===== src/sv/i2cs_pkg.sv =====
// Types and constants of the I2C master byte sequencer.
// No dependencies; imported by the top level, the front end and the sequencer.
package i2cs_pkg;

    typedef enum logic [2:0] {
        OP_INIT    = 3'd0,
        OP_START   = 3'd1,
        OP_STOP    = 3'd2,
        OP_WRITE   = 3'd3,
        OP_READ    = 3'd4,
        OP_ADDR_WR = 3'd5,
        OP_ADDR_RD = 3'd6
    } t_op;

    typedef enum logic [2:0] {
        SQ_IDLE,
        SQ_INIT,
        SQ_START,
        SQ_STOP,
        SQ_WBIT,
        SQ_WACK,
        SQ_RBIT,
        SQ_RACK
    } t_seq_state;

    // Decoded command as it travels from front to back.
    typedef struct packed {
        t_op        op;
        logic [7:0] wbyte;
        logic       send_ack;
        logic [7:0] rd_data;
        logic       ack;
    } t_cmd;

    // One pin segment.
    typedef struct packed {
        logic       scl;
        logic       sda;
        logic [7:0] rd_data;
        logic       ack;
        logic       last;
    } t_seg;

    localparam logic [15:0] SEG_CYCLES_RST = 16'd250;

endpackage


===== src/sv/i2c_master_byte_sequencer_core.sv =====
// I2C master byte sequencer. Each command expands into timed pin segments
// (init 1, start 3, stop 2, write 26, read 20, address write/read 29), one
// result per segment; the last carries the byte read and the sampled ack.
// Segments are paced by a down-counter in the sequencer that reloads from
// the segment_cycles register (reset SEG_CYCLES_RST), and are held while
// the result queue is full. Commands are decoded and queued while the
// sequencer works; the next one is popped in the cycle its predecessor's
// last segment is issued. Code 7 is accepted and dropped.
module i2c_master_byte_sequencer_core #(
    parameter int CMD_DEPTH = 2,
    parameter int RES_DEPTH = 2
) (
    input  logic        i_clk,
    input  logic        i_rst_n,
    input  logic        push,
    output logic        full,
    input  logic [2:0]  i_operation,
    input  logic [7:0]  i_data_byte,
    input  logic        i_send_ack,
    input  logic [8:0]  i_target_sda,
    output logic        empty,
    input  logic        pop,
    output logic        o_scl_level,
    output logic        o_sda_level,
    output logic [7:0]  o_read_data,
    output logic        o_ack_sampled,
    output logic        o_last,
    input  logic        i_cfg_valid,
    output logic        o_cfg_ready,
    input  logic [15:0] i_cfg_data
);
    import i2cs_pkg::*;

    localparam int CMD_W = $bits(t_cmd);
    localparam int SEG_W = $bits(t_seg);

    t_cmd             front_cmd;
    logic             front_wr;
    logic             cmd_full, cmd_empty, cmd_pop;
    logic [CMD_W-1:0] cmd_bits;
    t_cmd             head_cmd;
    logic             res_full, emit;
    t_seg             seg, res_seg;
    logic [SEG_W-1:0] res_bits;

    assign o_cfg_ready = 1'b1;

    i2cs_front u_front (
        .i_push       (push),
        .i_operation  (i_operation),
        .i_data_byte  (i_data_byte),
        .i_send_ack   (i_send_ack),
        .i_target_sda (i_target_sda),
        .i_q_full     (cmd_full),
        .o_full       (full),
        .o_q_wr       (front_wr),
        .o_cmd        (front_cmd)
    );

    i2cs_queue #(.DATA_W(CMD_W), .DEPTH(CMD_DEPTH)) u_cmd_q (
        .i_clk   (i_clk),
        .i_rst_n (i_rst_n),
        .i_wr    (front_wr),
        .i_data  (front_cmd),
        .i_rd    (cmd_pop),
        .o_data  (cmd_bits),
        .o_full  (cmd_full),
        .o_empty (cmd_empty)
    );

    assign head_cmd = t_cmd'(cmd_bits);

    i2cs_back u_back (
        .i_clk       (i_clk),
        .i_rst_n     (i_rst_n),
        .i_cfg_wr    (i_cfg_valid && o_cfg_ready),
        .i_cfg_data  (i_cfg_data),
        .i_cmd       (head_cmd),
        .i_cmd_empty (cmd_empty),
        .o_cmd_pop   (cmd_pop),
        .i_res_full  (res_full),
        .o_emit      (emit),
        .o_seg       (seg)
    );

    i2cs_queue #(.DATA_W(SEG_W), .DEPTH(RES_DEPTH)) u_res_q (
        .i_clk   (i_clk),
        .i_rst_n (i_rst_n),
        .i_wr    (emit),
        .i_data  (seg),
        .i_rd    (pop),
        .o_data  (res_bits),
        .o_full  (res_full),
        .o_empty (empty)
    );

    assign res_seg       = t_seg'(res_bits);
    assign o_scl_level   = res_seg.scl;
    assign o_sda_level   = res_seg.sda;
    assign o_read_data   = res_seg.rd_data;
    assign o_ack_sampled = res_seg.ack;
    assign o_last        = res_seg.last;

endmodule


===== src/sv/i2cs_queue.sv =====
// Small synchronous FIFO used for the command and result queues.
// Depends on nothing; data is a flat vector.
module i2cs_queue #(
    parameter int DATA_W = 8,
    parameter int DEPTH  = 2
) (
    input  logic              i_clk,
    input  logic              i_rst_n,
    input  logic              i_wr,
    input  logic [DATA_W-1:0] i_data,
    input  logic              i_rd,
    output logic [DATA_W-1:0] o_data,
    output logic              o_full,
    output logic              o_empty
);
    localparam int PTR_W = (DEPTH > 1) ? $clog2(DEPTH) : 1;
    localparam int CNT_W = $clog2(DEPTH + 1);
    localparam logic [PTR_W-1:0] PTR_LAST = PTR_W'(DEPTH - 1);
    localparam logic [CNT_W-1:0] CNT_FULL = CNT_W'(DEPTH);

    logic [DATA_W-1:0] r_mem [DEPTH];
    logic [PTR_W-1:0]  r_wptr, n_wptr;
    logic [PTR_W-1:0]  r_rptr, n_rptr;
    logic [CNT_W-1:0]  r_count, n_count;
    logic              wr_en, rd_en;

    assign o_full  = (r_count == CNT_FULL);
    assign o_empty = (r_count == '0);
    assign wr_en   = i_wr && !o_full;
    assign rd_en   = i_rd && !o_empty;
    assign o_data  = r_mem[r_rptr];

    always_comb begin
        n_wptr  = r_wptr;
        n_rptr  = r_rptr;
        n_count = r_count;
        if (wr_en) begin
            n_wptr = (r_wptr == PTR_LAST) ? '0 : r_wptr + 1'b1;
        end
        if (rd_en) begin
            n_rptr = (r_rptr == PTR_LAST) ? '0 : r_rptr + 1'b1;
        end
        if (wr_en && !rd_en) begin
            n_count = r_count + 1'b1;
        end else if (rd_en && !wr_en) begin
            n_count = r_count - 1'b1;
        end
    end

    always_ff @(posedge i_clk) begin
        if (!i_rst_n) begin
            r_wptr  <= '0;
            r_rptr  <= '0;
            r_count <= '0;
        end else begin
            r_wptr  <= n_wptr;
            r_rptr  <= n_rptr;
            r_count <= n_count;
        end
    end

    always_ff @(posedge i_clk) begin
        if (wr_en) begin
            r_mem[r_wptr] <= i_data;
        end
    end

endmodule


===== src/sv/i2cs_front.sv =====
// Command front end: accepts commands and decodes them for the sequencer.
// Depends on i2cs_pkg.
module i2cs_front (
    input  logic          i_push,
    input  logic [2:0]    i_operation,
    input  logic [7:0]    i_data_byte,
    input  logic          i_send_ack,
    input  logic [8:0]    i_target_sda,
    input  logic          i_q_full,
    output logic          o_full,
    output logic          o_q_wr,
    output i2cs_pkg::t_cmd o_cmd
);
    import i2cs_pkg::*;

    t_op  op;
    logic op_known;

    assign op       = t_op'(i_operation);
    assign op_known = (i_operation <= OP_ADDR_RD);
    assign o_full   = i_q_full;
    // unknown codes are taken and dropped
    assign o_q_wr   = i_push && !i_q_full && op_known;

    always_comb begin
        o_cmd          = '0;
        o_cmd.op       = op;
        o_cmd.send_ack = i_send_ack;
        case (op)
            OP_WRITE: begin
                o_cmd.wbyte = i_data_byte;
                o_cmd.ack   = i_target_sda[0];
            end
            OP_ADDR_WR: begin
                o_cmd.wbyte = {i_data_byte[6:0], 1'b0};
                o_cmd.ack   = i_target_sda[0];
            end
            OP_ADDR_RD: begin
                o_cmd.wbyte = {i_data_byte[6:0], 1'b1};
                o_cmd.ack   = i_target_sda[0];
            end
            OP_READ: begin
                o_cmd.rd_data = i_target_sda[8:1];
            end
            default: begin
                o_cmd.wbyte = '0;
            end
        endcase
    end

endmodule


===== src/sv/i2cs_back.sv =====
// Segment sequencer: walks each command through its pin segments and
// paces them by the segment timer. Depends on i2cs_pkg.
module i2cs_back (
    input  logic           i_clk,
    input  logic           i_rst_n,
    input  logic           i_cfg_wr,
    input  logic [15:0]    i_cfg_data,
    input  i2cs_pkg::t_cmd i_cmd,
    input  logic           i_cmd_empty,
    output logic           o_cmd_pop,
    input  logic           i_res_full,
    output logic           o_emit,
    output i2cs_pkg::t_seg o_seg
);
    import i2cs_pkg::*;

    t_seq_state  r_state, n_state;
    logic [1:0]  r_phase, n_phase;
    logic [2:0]  r_bit, n_bit;
    logic [7:0]  r_shift, n_shift;
    t_cmd        r_cmd, n_cmd;
    logic        r_sda_held, n_sda_held;
    logic [15:0] r_timer, n_timer;
    logic [15:0] r_seg_cycles;
    logic        load;

    function automatic t_seq_state first_state(input t_op op);
        case (op)
            OP_INIT:    first_state = SQ_INIT;
            OP_START:   first_state = SQ_START;
            OP_STOP:    first_state = SQ_STOP;
            OP_WRITE:   first_state = SQ_WBIT;
            OP_READ:    first_state = SQ_RBIT;
            OP_ADDR_WR: first_state = SQ_START;
            OP_ADDR_RD: first_state = SQ_START;
            default:    first_state = SQ_IDLE;
        endcase
    endfunction

    assign o_emit = (r_state != SQ_IDLE) && (r_timer == '0) && !i_res_full;
    // next command is picked up when idle or on the last segment
    assign load      = !i_cmd_empty && ((r_state == SQ_IDLE) || (o_emit && o_seg.last));
    assign o_cmd_pop = load;

    // segment levels
    always_comb begin
        o_seg      = '0;
        o_seg.scl  = 1'b1;
        o_seg.sda  = 1'b1;
        case (r_state)
            SQ_INIT: begin
                o_seg.last = 1'b1;
            end
            SQ_START: begin
                o_seg.scl  = (r_phase == 2'd2) ? 1'b0 : 1'b1;
                o_seg.sda  = (r_phase == 2'd0);
                o_seg.last = (r_phase == 2'd2) && (r_cmd.op == OP_START);
            end
            SQ_STOP: begin
                o_seg.sda  = (r_phase == 2'd0) ? r_sda_held : 1'b1;
                o_seg.last = (r_phase == 2'd1);
            end
            SQ_WBIT: begin
                o_seg.scl = (r_phase == 2'd0);
                o_seg.sda = (r_phase == 2'd2) ? 1'b0 : r_shift[7];
            end
            SQ_WACK: begin
                o_seg.scl  = (r_phase == 2'd0);
                o_seg.last = (r_phase == 2'd1);
            end
            SQ_RBIT: begin
                o_seg.scl = (r_phase == 2'd0);
            end
            SQ_RACK: begin
                o_seg.scl  = (r_phase == 2'd0);
                o_seg.sda  = (r_phase[1]) ? 1'b0 : !r_cmd.send_ack;
                o_seg.last = (r_phase == 2'd3);
            end
            default: begin
                o_seg.last = 1'b0;
            end
        endcase
        if (o_seg.last) begin
            o_seg.rd_data = r_cmd.rd_data;
            o_seg.ack     = r_cmd.ack;
        end
    end

    // next state
    always_comb begin
        n_state    = r_state;
        n_phase    = r_phase;
        n_bit      = r_bit;
        n_shift    = r_shift;
        n_cmd      = r_cmd;
        n_sda_held = r_sda_held;
        n_timer    = r_timer;
        if (o_emit) begin
            n_sda_held = o_seg.sda;
            n_timer    = r_seg_cycles - 16'd1;
        end else if (r_timer != '0) begin
            n_timer = r_timer - 16'd1;
        end
        if (load) begin
            n_state = first_state(i_cmd.op);
            n_cmd   = i_cmd;
            n_shift = i_cmd.wbyte;
            n_phase = '0;
            n_bit   = '0;
        end else if (o_emit) begin
            if (o_seg.last) begin
                n_state = SQ_IDLE;
            end else begin
                n_phase = r_phase + 2'd1;
                case (r_state)
                    SQ_START: begin
                        if (r_phase == 2'd2) begin
                            n_state = SQ_WBIT;
                            n_phase = '0;
                        end
                    end
                    SQ_WBIT: begin
                        if (r_phase == 2'd2) begin
                            n_shift = {r_shift[6:0], 1'b0};
                            n_phase = '0;
                            n_bit   = r_bit + 3'd1;
                            if (r_bit == 3'd7) begin
                                n_state = SQ_WACK;
                            end
                        end
                    end
                    SQ_RBIT: begin
                        if (r_phase == 2'd1) begin
                            n_phase = '0;
                            n_bit   = r_bit + 3'd1;
                            if (r_bit == 3'd7) begin
                                n_state = SQ_RACK;
                            end
                        end
                    end
                    default: begin
                        n_state = r_state;
                    end
                endcase
            end
        end
    end

    always_ff @(posedge i_clk) begin
        if (!i_rst_n) begin
            r_state      <= SQ_IDLE;
            r_phase      <= '0;
            r_bit        <= '0;
            r_sda_held   <= 1'b1;
            r_timer      <= '0;
            r_seg_cycles <= SEG_CYCLES_RST;
        end else begin
            r_state    <= n_state;
            r_phase    <= n_phase;
            r_bit      <= n_bit;
            r_sda_held <= n_sda_held;
            r_timer    <= n_timer;
            if (i_cfg_wr) begin
                r_seg_cycles <= i_cfg_data;
            end
        end
    end

    always_ff @(posedge i_clk) begin
        r_shift <= n_shift;
        r_cmd   <= n_cmd;
    end

endmodule


===== config.mk =====
export PLATFORM = sky130hd
export DESIGN_NAME = i2c_master_byte_sequencer_core
export DESIGN_NICKNAME = d
export VERILOG_FILES = /design/src/sv/i2cs_pkg.sv /design/src/sv/i2c_master_byte_sequencer_core.sv /design/src/sv/i2cs_queue.sv /design/src/sv/i2cs_front.sv /design/src/sv/i2cs_back.sv
export SDC_FILE = /design/constraint.sdc
export NUM_CORES = 1
export LEC_CHECK = 0
export ABC_AREA = 1
export ABC_CLOCK_PERIOD_IN_PS = 2600
export BUFFER_PORTS_ARGS = -buffer_cell sky130_fd_sc_hd__buf_2
export CAP_MARGIN = 10
export CORE_MARGIN = 2
export CORE_UTILIZATION = 28
export DETAILED_ROUTE_END_ITERATION = 8
export RECOVER_POWER = 50
export SYNTH_ARGS = -nofsm -noshare
export SYNTH_HDL_FRONTEND = slang
export SYNTH_SLANG_ARGS = --single-unit

===== constraint.sdc =====
create_clock -name i_clk -period 2.6 [get_ports i_clk]
set_input_delay 0.13 -clock i_clk [delete_from_list [all_inputs] [get_ports i_clk]]
set_output_delay 0.13 -clock i_clk [all_outputs]
set_load 0.02 [all_outputs]

==> results of run 1 <==
stage by stage:
stage          cells  power [uW]
5_1_grt         1035        8839
2_1_floorplan    655        5353
3_5_place_dp     986        5949
4_1_cts         1035        8406
6_report        1035        8297
3_3_place_gp     986        5919
logic make-up (layout without fill, tap and decap cells):
logic type	Yosys count	in the layout	synth area share
simple gates	248	248	0.1820
flops	138	138	0.5691
compound gates	115	115	0.1025
buf+inv	114	209	0.07721
mux	25	25	0.04350
fa+ha+maj	10	10	0.01960
xor+xnor	4	4	0.005488
other cells	1	1	0.0005873
repair_timing:
item,4_1_cts,5_1_grt
hold endpoints to repair,21,0
hold buffers,17,0
gates resized for setup,0,0
setup endpoints to repair,0,0
area by class of cell:
type | instances | area (um2) | share of cell area
flip-flops and latches | 138 | 3633 | 0.4730
multi-input cells | 403 | 2247 | 0.2926
well taps | 285 | 356.6 | 0.04642
clock buffers | 18 | 429.2 | 0.05587
inverters | 93 | 349.1 | 0.04545
repair buffers | 84 | 505.5 | 0.06581
clock inverters | 14 | 160.2 | 0.02085
cell usage after synthesis, drive strengths merged:
cell type | instances | area, um2
nand2 | 111 | 444.2
inv | 91 | 341.6
nor2 | 90 | 399.1
edfxtp | 87 | 2613
o21ai | 52 | 264.0
dfxtp | 51 | 1021
a21oi | 41 | 216.5
nand3 | 27 | 172.7
mux2 | 22 | 247.7
buf | 12 | 100.1
nand4 | 11 | 83.83
ha | 10 | 125.1
clkbuf | 9 | 43.79
o22ai | 8 | 50.05
nor3 | 7 | 35.03
o21bai | 5 | 56.30
a31oi | 3 | 18.77
mux2i | 3 | 30.03
xor2 | 3 | 26.28
clkinv | 2 | 7.510
o211ai | 2 | 15.01
a2111o | 1 | 11.26
a21boi | 1 | 7.510
conb | 1 | 3.750
nor4 | 1 | 21.27
o21a | 1 | 7.510
o31ai | 1 | 7.510
or2 | 1 | 6.260
xnor2 | 1 | 8.760
routing by layer:
metal	vias up	GRT usage	wire, um
li1	2355	-	-
met1	2031	0.1461	6396
met2	76	0.1797	6060
met3	14	0.02869	469
met4	0	0.03836	176
met5	-	0	0
power by group through the flow:
stage                     registers, uW  logic, uW  clock network [uW]
after floorplan                    3070       2280                   0
after global placement             3180       2740                   0
after detailed placement           3200       2750                   0
after CTS                          3150       2790                2470
after global routing               3200       3080                2550
final                              3150       2730                2410
sequential cells by signal, summed over array words and instances (netlist names), 2 cells and up, named ones only:
name	cells
u_back.r_seg_cycles	16
u_back.r_bit	3
u_res_q.r_mem	24
u_cmd_q.r_count	2
u_back.r_phase	2
u_back.r_state	3
u_cmd_q.r_mem	42
u_back.r_cmd	13
u_back.r_shift	8
u_back.r_timer	16
u_res_q.r_count	2
worst max-delay path: stages, from the launching register on:
cell,delay (ns)
dfxtp_1,0.42
inv_1,0.09
ha_1,0.21
inv_1,0.12
nor2_1,0.09
nand3_1,0.07
nand3_1,0.19
clkinv_1,0.24
nand2_1,0.16
o31ai_1,0.25
buf_4,0.22
worst max path at each step:
stage / startpoint / end / slack, ns / depth (start not counted)
after floorplan: u_back.r_phase[0] / u_back.r_shift[0] / 0.22 / 9
after global placement: u_back.r_phase[0] / u_back.r_shift[4] / 0.28 / 10
after detailed placement: u_back.r_phase[0] / u_back.r_shift[4] / 0.26 / 10
after CTS: u_back.r_phase[0] / u_back.r_shift[4] / 0.22 / 10
after global routing: u_back.r_phase[0] / flip-flop / 0.02 / 13
final: u_back.r_phase[0] / u_back.r_shift[4] / 0.24 / 10
==> results by group, run 1 <==
Timing
  • Clock skew: 0.009487 ns
  • Max Freq: 0.4241 GHz
  • Fin. Hold Viols: 0
  • RSZ-0062 raised after global routing: false
  • Worst setup margin: 0.2419 ns
  • Final setup viols: 0
  • Slew margin rel.: 0.5386
  • Least-Margin Pin Slew: 0.6911 ns
  • Minimum clock period after layout: 2.358 ns
  • Period utilization: 0.9070
  • Max-slew violation count: 0
  • Final setup TNS: 0 ns
  • Final hold slack: 0.01887 ns

Global routing
  • Largest net degree at the start of global routing: 28
  • Global-route wire length before repair: 21.01 mm
  • Initial antenna violation count: 0
  • Number of global-route vias before repair: 4,216
  • Tot GR Track Use: 0.1116
  • Global route overflow: 0

Worst setup path
  • Worst EP required: 2.73 ns
  • Setup crit end kind: flip-flop
  • Reg2reg setup slack: 0.24 ns
  • Setup CP Type: reg2reg
  • Reg2reg start: u_back.r_phase[0]
  • Crit path launch type: flip-flop
  • R2r worst-path depth: 10
  • Worst Path Max Fanout: 10
  • Worst EP arrival: 2.48 ns
  • Worst r2r dst: u_back.r_shift[4]

Status
  • Status: complete, no violations

Final layout
  • Most frequent cells in the layout: nand2_1, edfxtp_1, inv_1
  • Most common cell after layout, fill and taps aside: nand2_1
  • NumNets Final: 789
  • FILL cells: 2,271
  • Util after Layout: 0.3413
  • Share of cells above drive strength 1: 0.1733
  • Final Cell Area: 7681 um2
  • N_diodes: 0
  • Area grow syn2layout: 20.30%

Clock network
  • TritonCTS buffer count: 17
  • Clock slew at reported path FFs: 0.06 ns
  • Clk_lat worst skew: 0.42 ns
  • CTS Sinks: 138
  • CTS tree: yes
  • Postcts setup bufs: 0
  • Root Driver: clkbuf_16
  • Clock buffer depth: 2
  • H-tree depth: 4

Run
  • Maxcap violations: 0

Pwr
  • Sw frac: 0.3651
  • PD cells: 1080 nW/um2
  • P_leak: 0.003157 uW
  • Comb pwr share: 0.329
  • Clk pwr share: 0.291
  • Pint: 5268 uW
  • VDD IR max: 0.5194 mV
  • Switching power: 3029 uW
  • Reg power frac: 0.380

Synth
  • Syn Inst Count: 655
  • Post-Syn Area: 6385 um2
  • Synth cell types: 46
  • Syn nets: 707
  • Syn Area/Cell: 9.748 um2
  • Synth warn: 0
  • Flop and latch count out of synthesis: 138
  • Register area share after synthesis: 0.5691

Floorplanning
  • I/O Pins: 57
  • Die area: 24,030 um2
  • # rows: 55
  • Initial Util: 0.2837
  • Die X: 155.0 um
  • Die Height: 155.0 um
  • Core area: 22,500 um2

Detailed routing
  • Drt first-iter violations: 353
  • Final WL: 13.10 mm
  • DR pass1 iterations: 4
  • Antenna Nets Post-Route: 0
  • Via density: 4.325
  • Drt wl/cell: 12.66 um
  • Routed vias: 4,476
  • Residual DRC: 0

Place
  • HPWL after DPL: 9.152 mm
  • Pre-CTS WS: 0.2562 ns
  • Dpl cell area: 6963 um2
  • Final GP Congestion: 0.8596
  • IO buf count: 55

Min path
  • Hold_sp: i_cfg_data[12]
  • Min-delay worst type: in2reg
  • WHS Endpoint: u_back.r_seg_cycles[12]
  • Hold Path Cell Cnt: 3
Note: power is estimated with default switching activity, not from simulation.
==> run 2: changes to the inputs <==
--- a/config.mk
+++ b/config.mk
@@ -9,6 +9,7 @@
 export ABC_CLOCK_PERIOD_IN_PS = 2600
 export BUFFER_PORTS_ARGS = -buffer_cell sky130_fd_sc_hd__buf_2
 export CAP_MARGIN = 10
+export CORE_ASPECT_RATIO = 1.5
 export CORE_MARGIN = 2
 export CORE_UTILIZATION = 28
 export DETAILED_ROUTE_END_ITERATION = 8
==> run 2 against run 1 <==
Count of clock-buffer cells in the layout is 1 lower. Register-to-register slack gained 0.03 ns. Flip-flop and latch count unchanged. Cell count decreased by 0.77%. Clock skew increased by 0.0067 ns. Sequential share of layout area increased by 0.17 points. Fmax up 1.3%.
==> results by group, run 2 (same netlist as run 1, synthesis figures left out) <==
Status
  • Status: complete, no violations

Timing
  • Max Freq: 0.4294 GHz
  • RSZ-0062 raised after global routing: false
  • Fin. Hold Viols: 0
  • Max-slew violation count: 0
  • Final setup TNS: 0 ns
  • Final hold slack: 0.01859 ns
  • Worst setup margin: 0.2714 ns
  • Period utilization: 0.8956
  • Least-Margin Pin Slew: 0.8080 ns
  • Minimum clock period after layout: 2.329 ns
  • Clock skew: 0.01622 ns
  • Slew margin rel.: 0.4613
  • Final setup viols: 0

Clock network
  • H-tree depth: 4
  • CTS tree: yes
  • Root Driver: clkbuf_16
  • Clk_lat worst skew: 0.42 ns
  • Clock buffer depth: 2
  • CTS Sinks: 138
  • Clock slew at reported path FFs: 0.06 ns
  • TritonCTS buffer count: 17
  • # resized after CTS: 0

Final layout
  • NumNets Final: 790
  • Most common cell after layout, fill and taps aside: nand2_1
  • FILL cells: 2,267
  • Area grow syn2layout: 19.87%
  • Share of cells above drive strength 1: 0.1917
  • Largest Register: u_cmd_q.r_mem
  • Largest regs: u_cmd_q.r_mem (42), u_res_q.r_mem (24)
  • Most frequent cells in the layout: nand2_1, edfxtp_1, inv_1
  • N_diodes: 0
  • Max FFs per register: 42

Worst setup path
  • CP most frequent cell: nor2_1
  • Worst Path Max Fanout: 9
  • Critical Path, Cell by Cell: nor2_1 > nand2_1 > nor2_1 > clkbuf_2 > nand3_4 > nor2_1 > nor2_1 > ha_1 > nand3_4 > nor2_1 > nand2_1 > nand3_1 > nor2_1
  • Crit path launch type: flip-flop
  • Worst EP required: 2.94 ns
  • Worst EP arrival: 2.67 ns
  • Setup crit end kind: flip-flop
  • CP top delay family: simple AND/OR/NAND/NOR gates
  • Buffers and inverters on the worst path: 1
  • Crit path largest cell delay: 0.31 ns
  • Setup CP Type: reg2reg
  • Slowest CP cell: dfxtp_1

Pwr
  • P_leak: 0.003167 uW
  • Final total power: 8197 uW
  • VDD IR max: 0.6872 mV
  • PD cells: 1071 nW/um2

Place
  • HPWL after DPL: 9.564 mm
  • Final GP Congestion: 0.8856
  • IO buf count: 55
  • Pre-CTS WS: 0.3202 ns

Global routing
  • Global route overflow: 0
  • Global-route wire length before repair: 21.69 mm
  • Number of global-route vias before repair: 4,473
  • Largest net degree at the start of global routing: 23
  • Tot GR Track Use: 0.1149
  • Initial antenna violation count: 0

Detailed routing
  • Residual DRC: 0
  • Routed vias: 4,589
  • Via density: 4.468
  • DR pass1 iterations: 4
  • Drt wl/cell: 12.94 um
  • Drt first-iter violations: 324
  • Final WL: 13.29 mm
  • Antenna Nets Post-Route: 0

Run
  • Maxcap violations: 0

Floorplanning
  • Initial Util: 0.2853
  • I/O Pins: 57
  • Core area: 22,380 um2
  • Die X: 127.3 um
  • Die area: 24,050 um2
  • # rows: 67
  • Die Height: 188.9 um

Min path
  • Min-delay worst type: in2reg
==> run 2: cell types whose count changed in the layout (fill, tap and decap cells not counted), sizes merged <==
cell,delta
bufinv,-2
inv,+3
buf,+7
dlygate4sd3,-3
clkbuf,-4
==> run 2: report_power, final <==
part           internal [uW]  switching (uW)  leakage [uW]  total (uW)
Clock                   1260            1000      0.000272        2260
Combinational            956            1870       0.00165        2830
Sequential              2920             193       0.00125        3110
==> run 2: path summary, 6_finish.rpt <==
path / startpoint / cells after the start / endpoint / slack, ns
min: i_cfg_data[0] / 3 / u_back.r_seg_cycles[0] / 0.02
max reg2reg: u_back.r_timer[11] / 13 / u_back.r_timer[8] / 0.27
min reg2reg: u_back.r_seg_cycles[0] / 2 / u_back.r_seg_cycles[0] / 0.45
max: u_back.r_timer[11] / 13 / u_back.r_timer[8] / 0.27
==> run 2: routing by layer <==
layer / part of all wire / GRT usage / wire [um]
met3: 0.031 / 0.02684 / 413
met4: 0.010 / 0.04607 / 136
met1: 0.42 / 0.1288 / 5579
met2: 0.54 / 0.2079 / 7165
met5: 0 / 0 / 0
==> run 2: layout make-up <==
class | count | area (um2) | area share
repair buffers | 85 | 515.5 | 0.06735
clock inverters | 15 | 128.9 | 0.01684
clock buffers | 17 | 425.4 | 0.05558
well taps | 276 | 345.3 | 0.04512
multi-input cells | 403 | 2256 | 0.2948
flip-flops and latches | 138 | 3633 | 0.4747
inverters | 93 | 349.1 | 0.04561
==> run 2: what timing repair did <==
action                                 4_1_cts  5_1_grt
setup buffers                                0        0
hold buffers                                14        0
endpoints found under the hold margin       18        0
==> run 2: worst reg2reg max path, cell delays in order, from the launching register on <==
cell	delay [ns]
dfxtp_1	0.31
nor2_1	0.14
nand2_1	0.07
nor2_1	0.28
clkbuf_2	0.26
nand3_4	0.19
nor2_1	0.18
nor2_1	0.11
ha_1	0.27
nand3_4	0.14
nor2_1	0.08
nand2_1	0.06
nand3_1	0.07
nor2_1	0.12
==> run 2: through the flow <==
stage | cells | instance area, um2 | util
after global routing | 1027 | 7654 | 0.3419
after CTS | 1027 | 7689 | 0.3435
after detailed placement | 981 | 6994 | 0.3125
after floorplan | 655 | 6385 | -
final | 1027 | 7654 | 0.3419
after global placement | 981 | 6994 | 0.3125
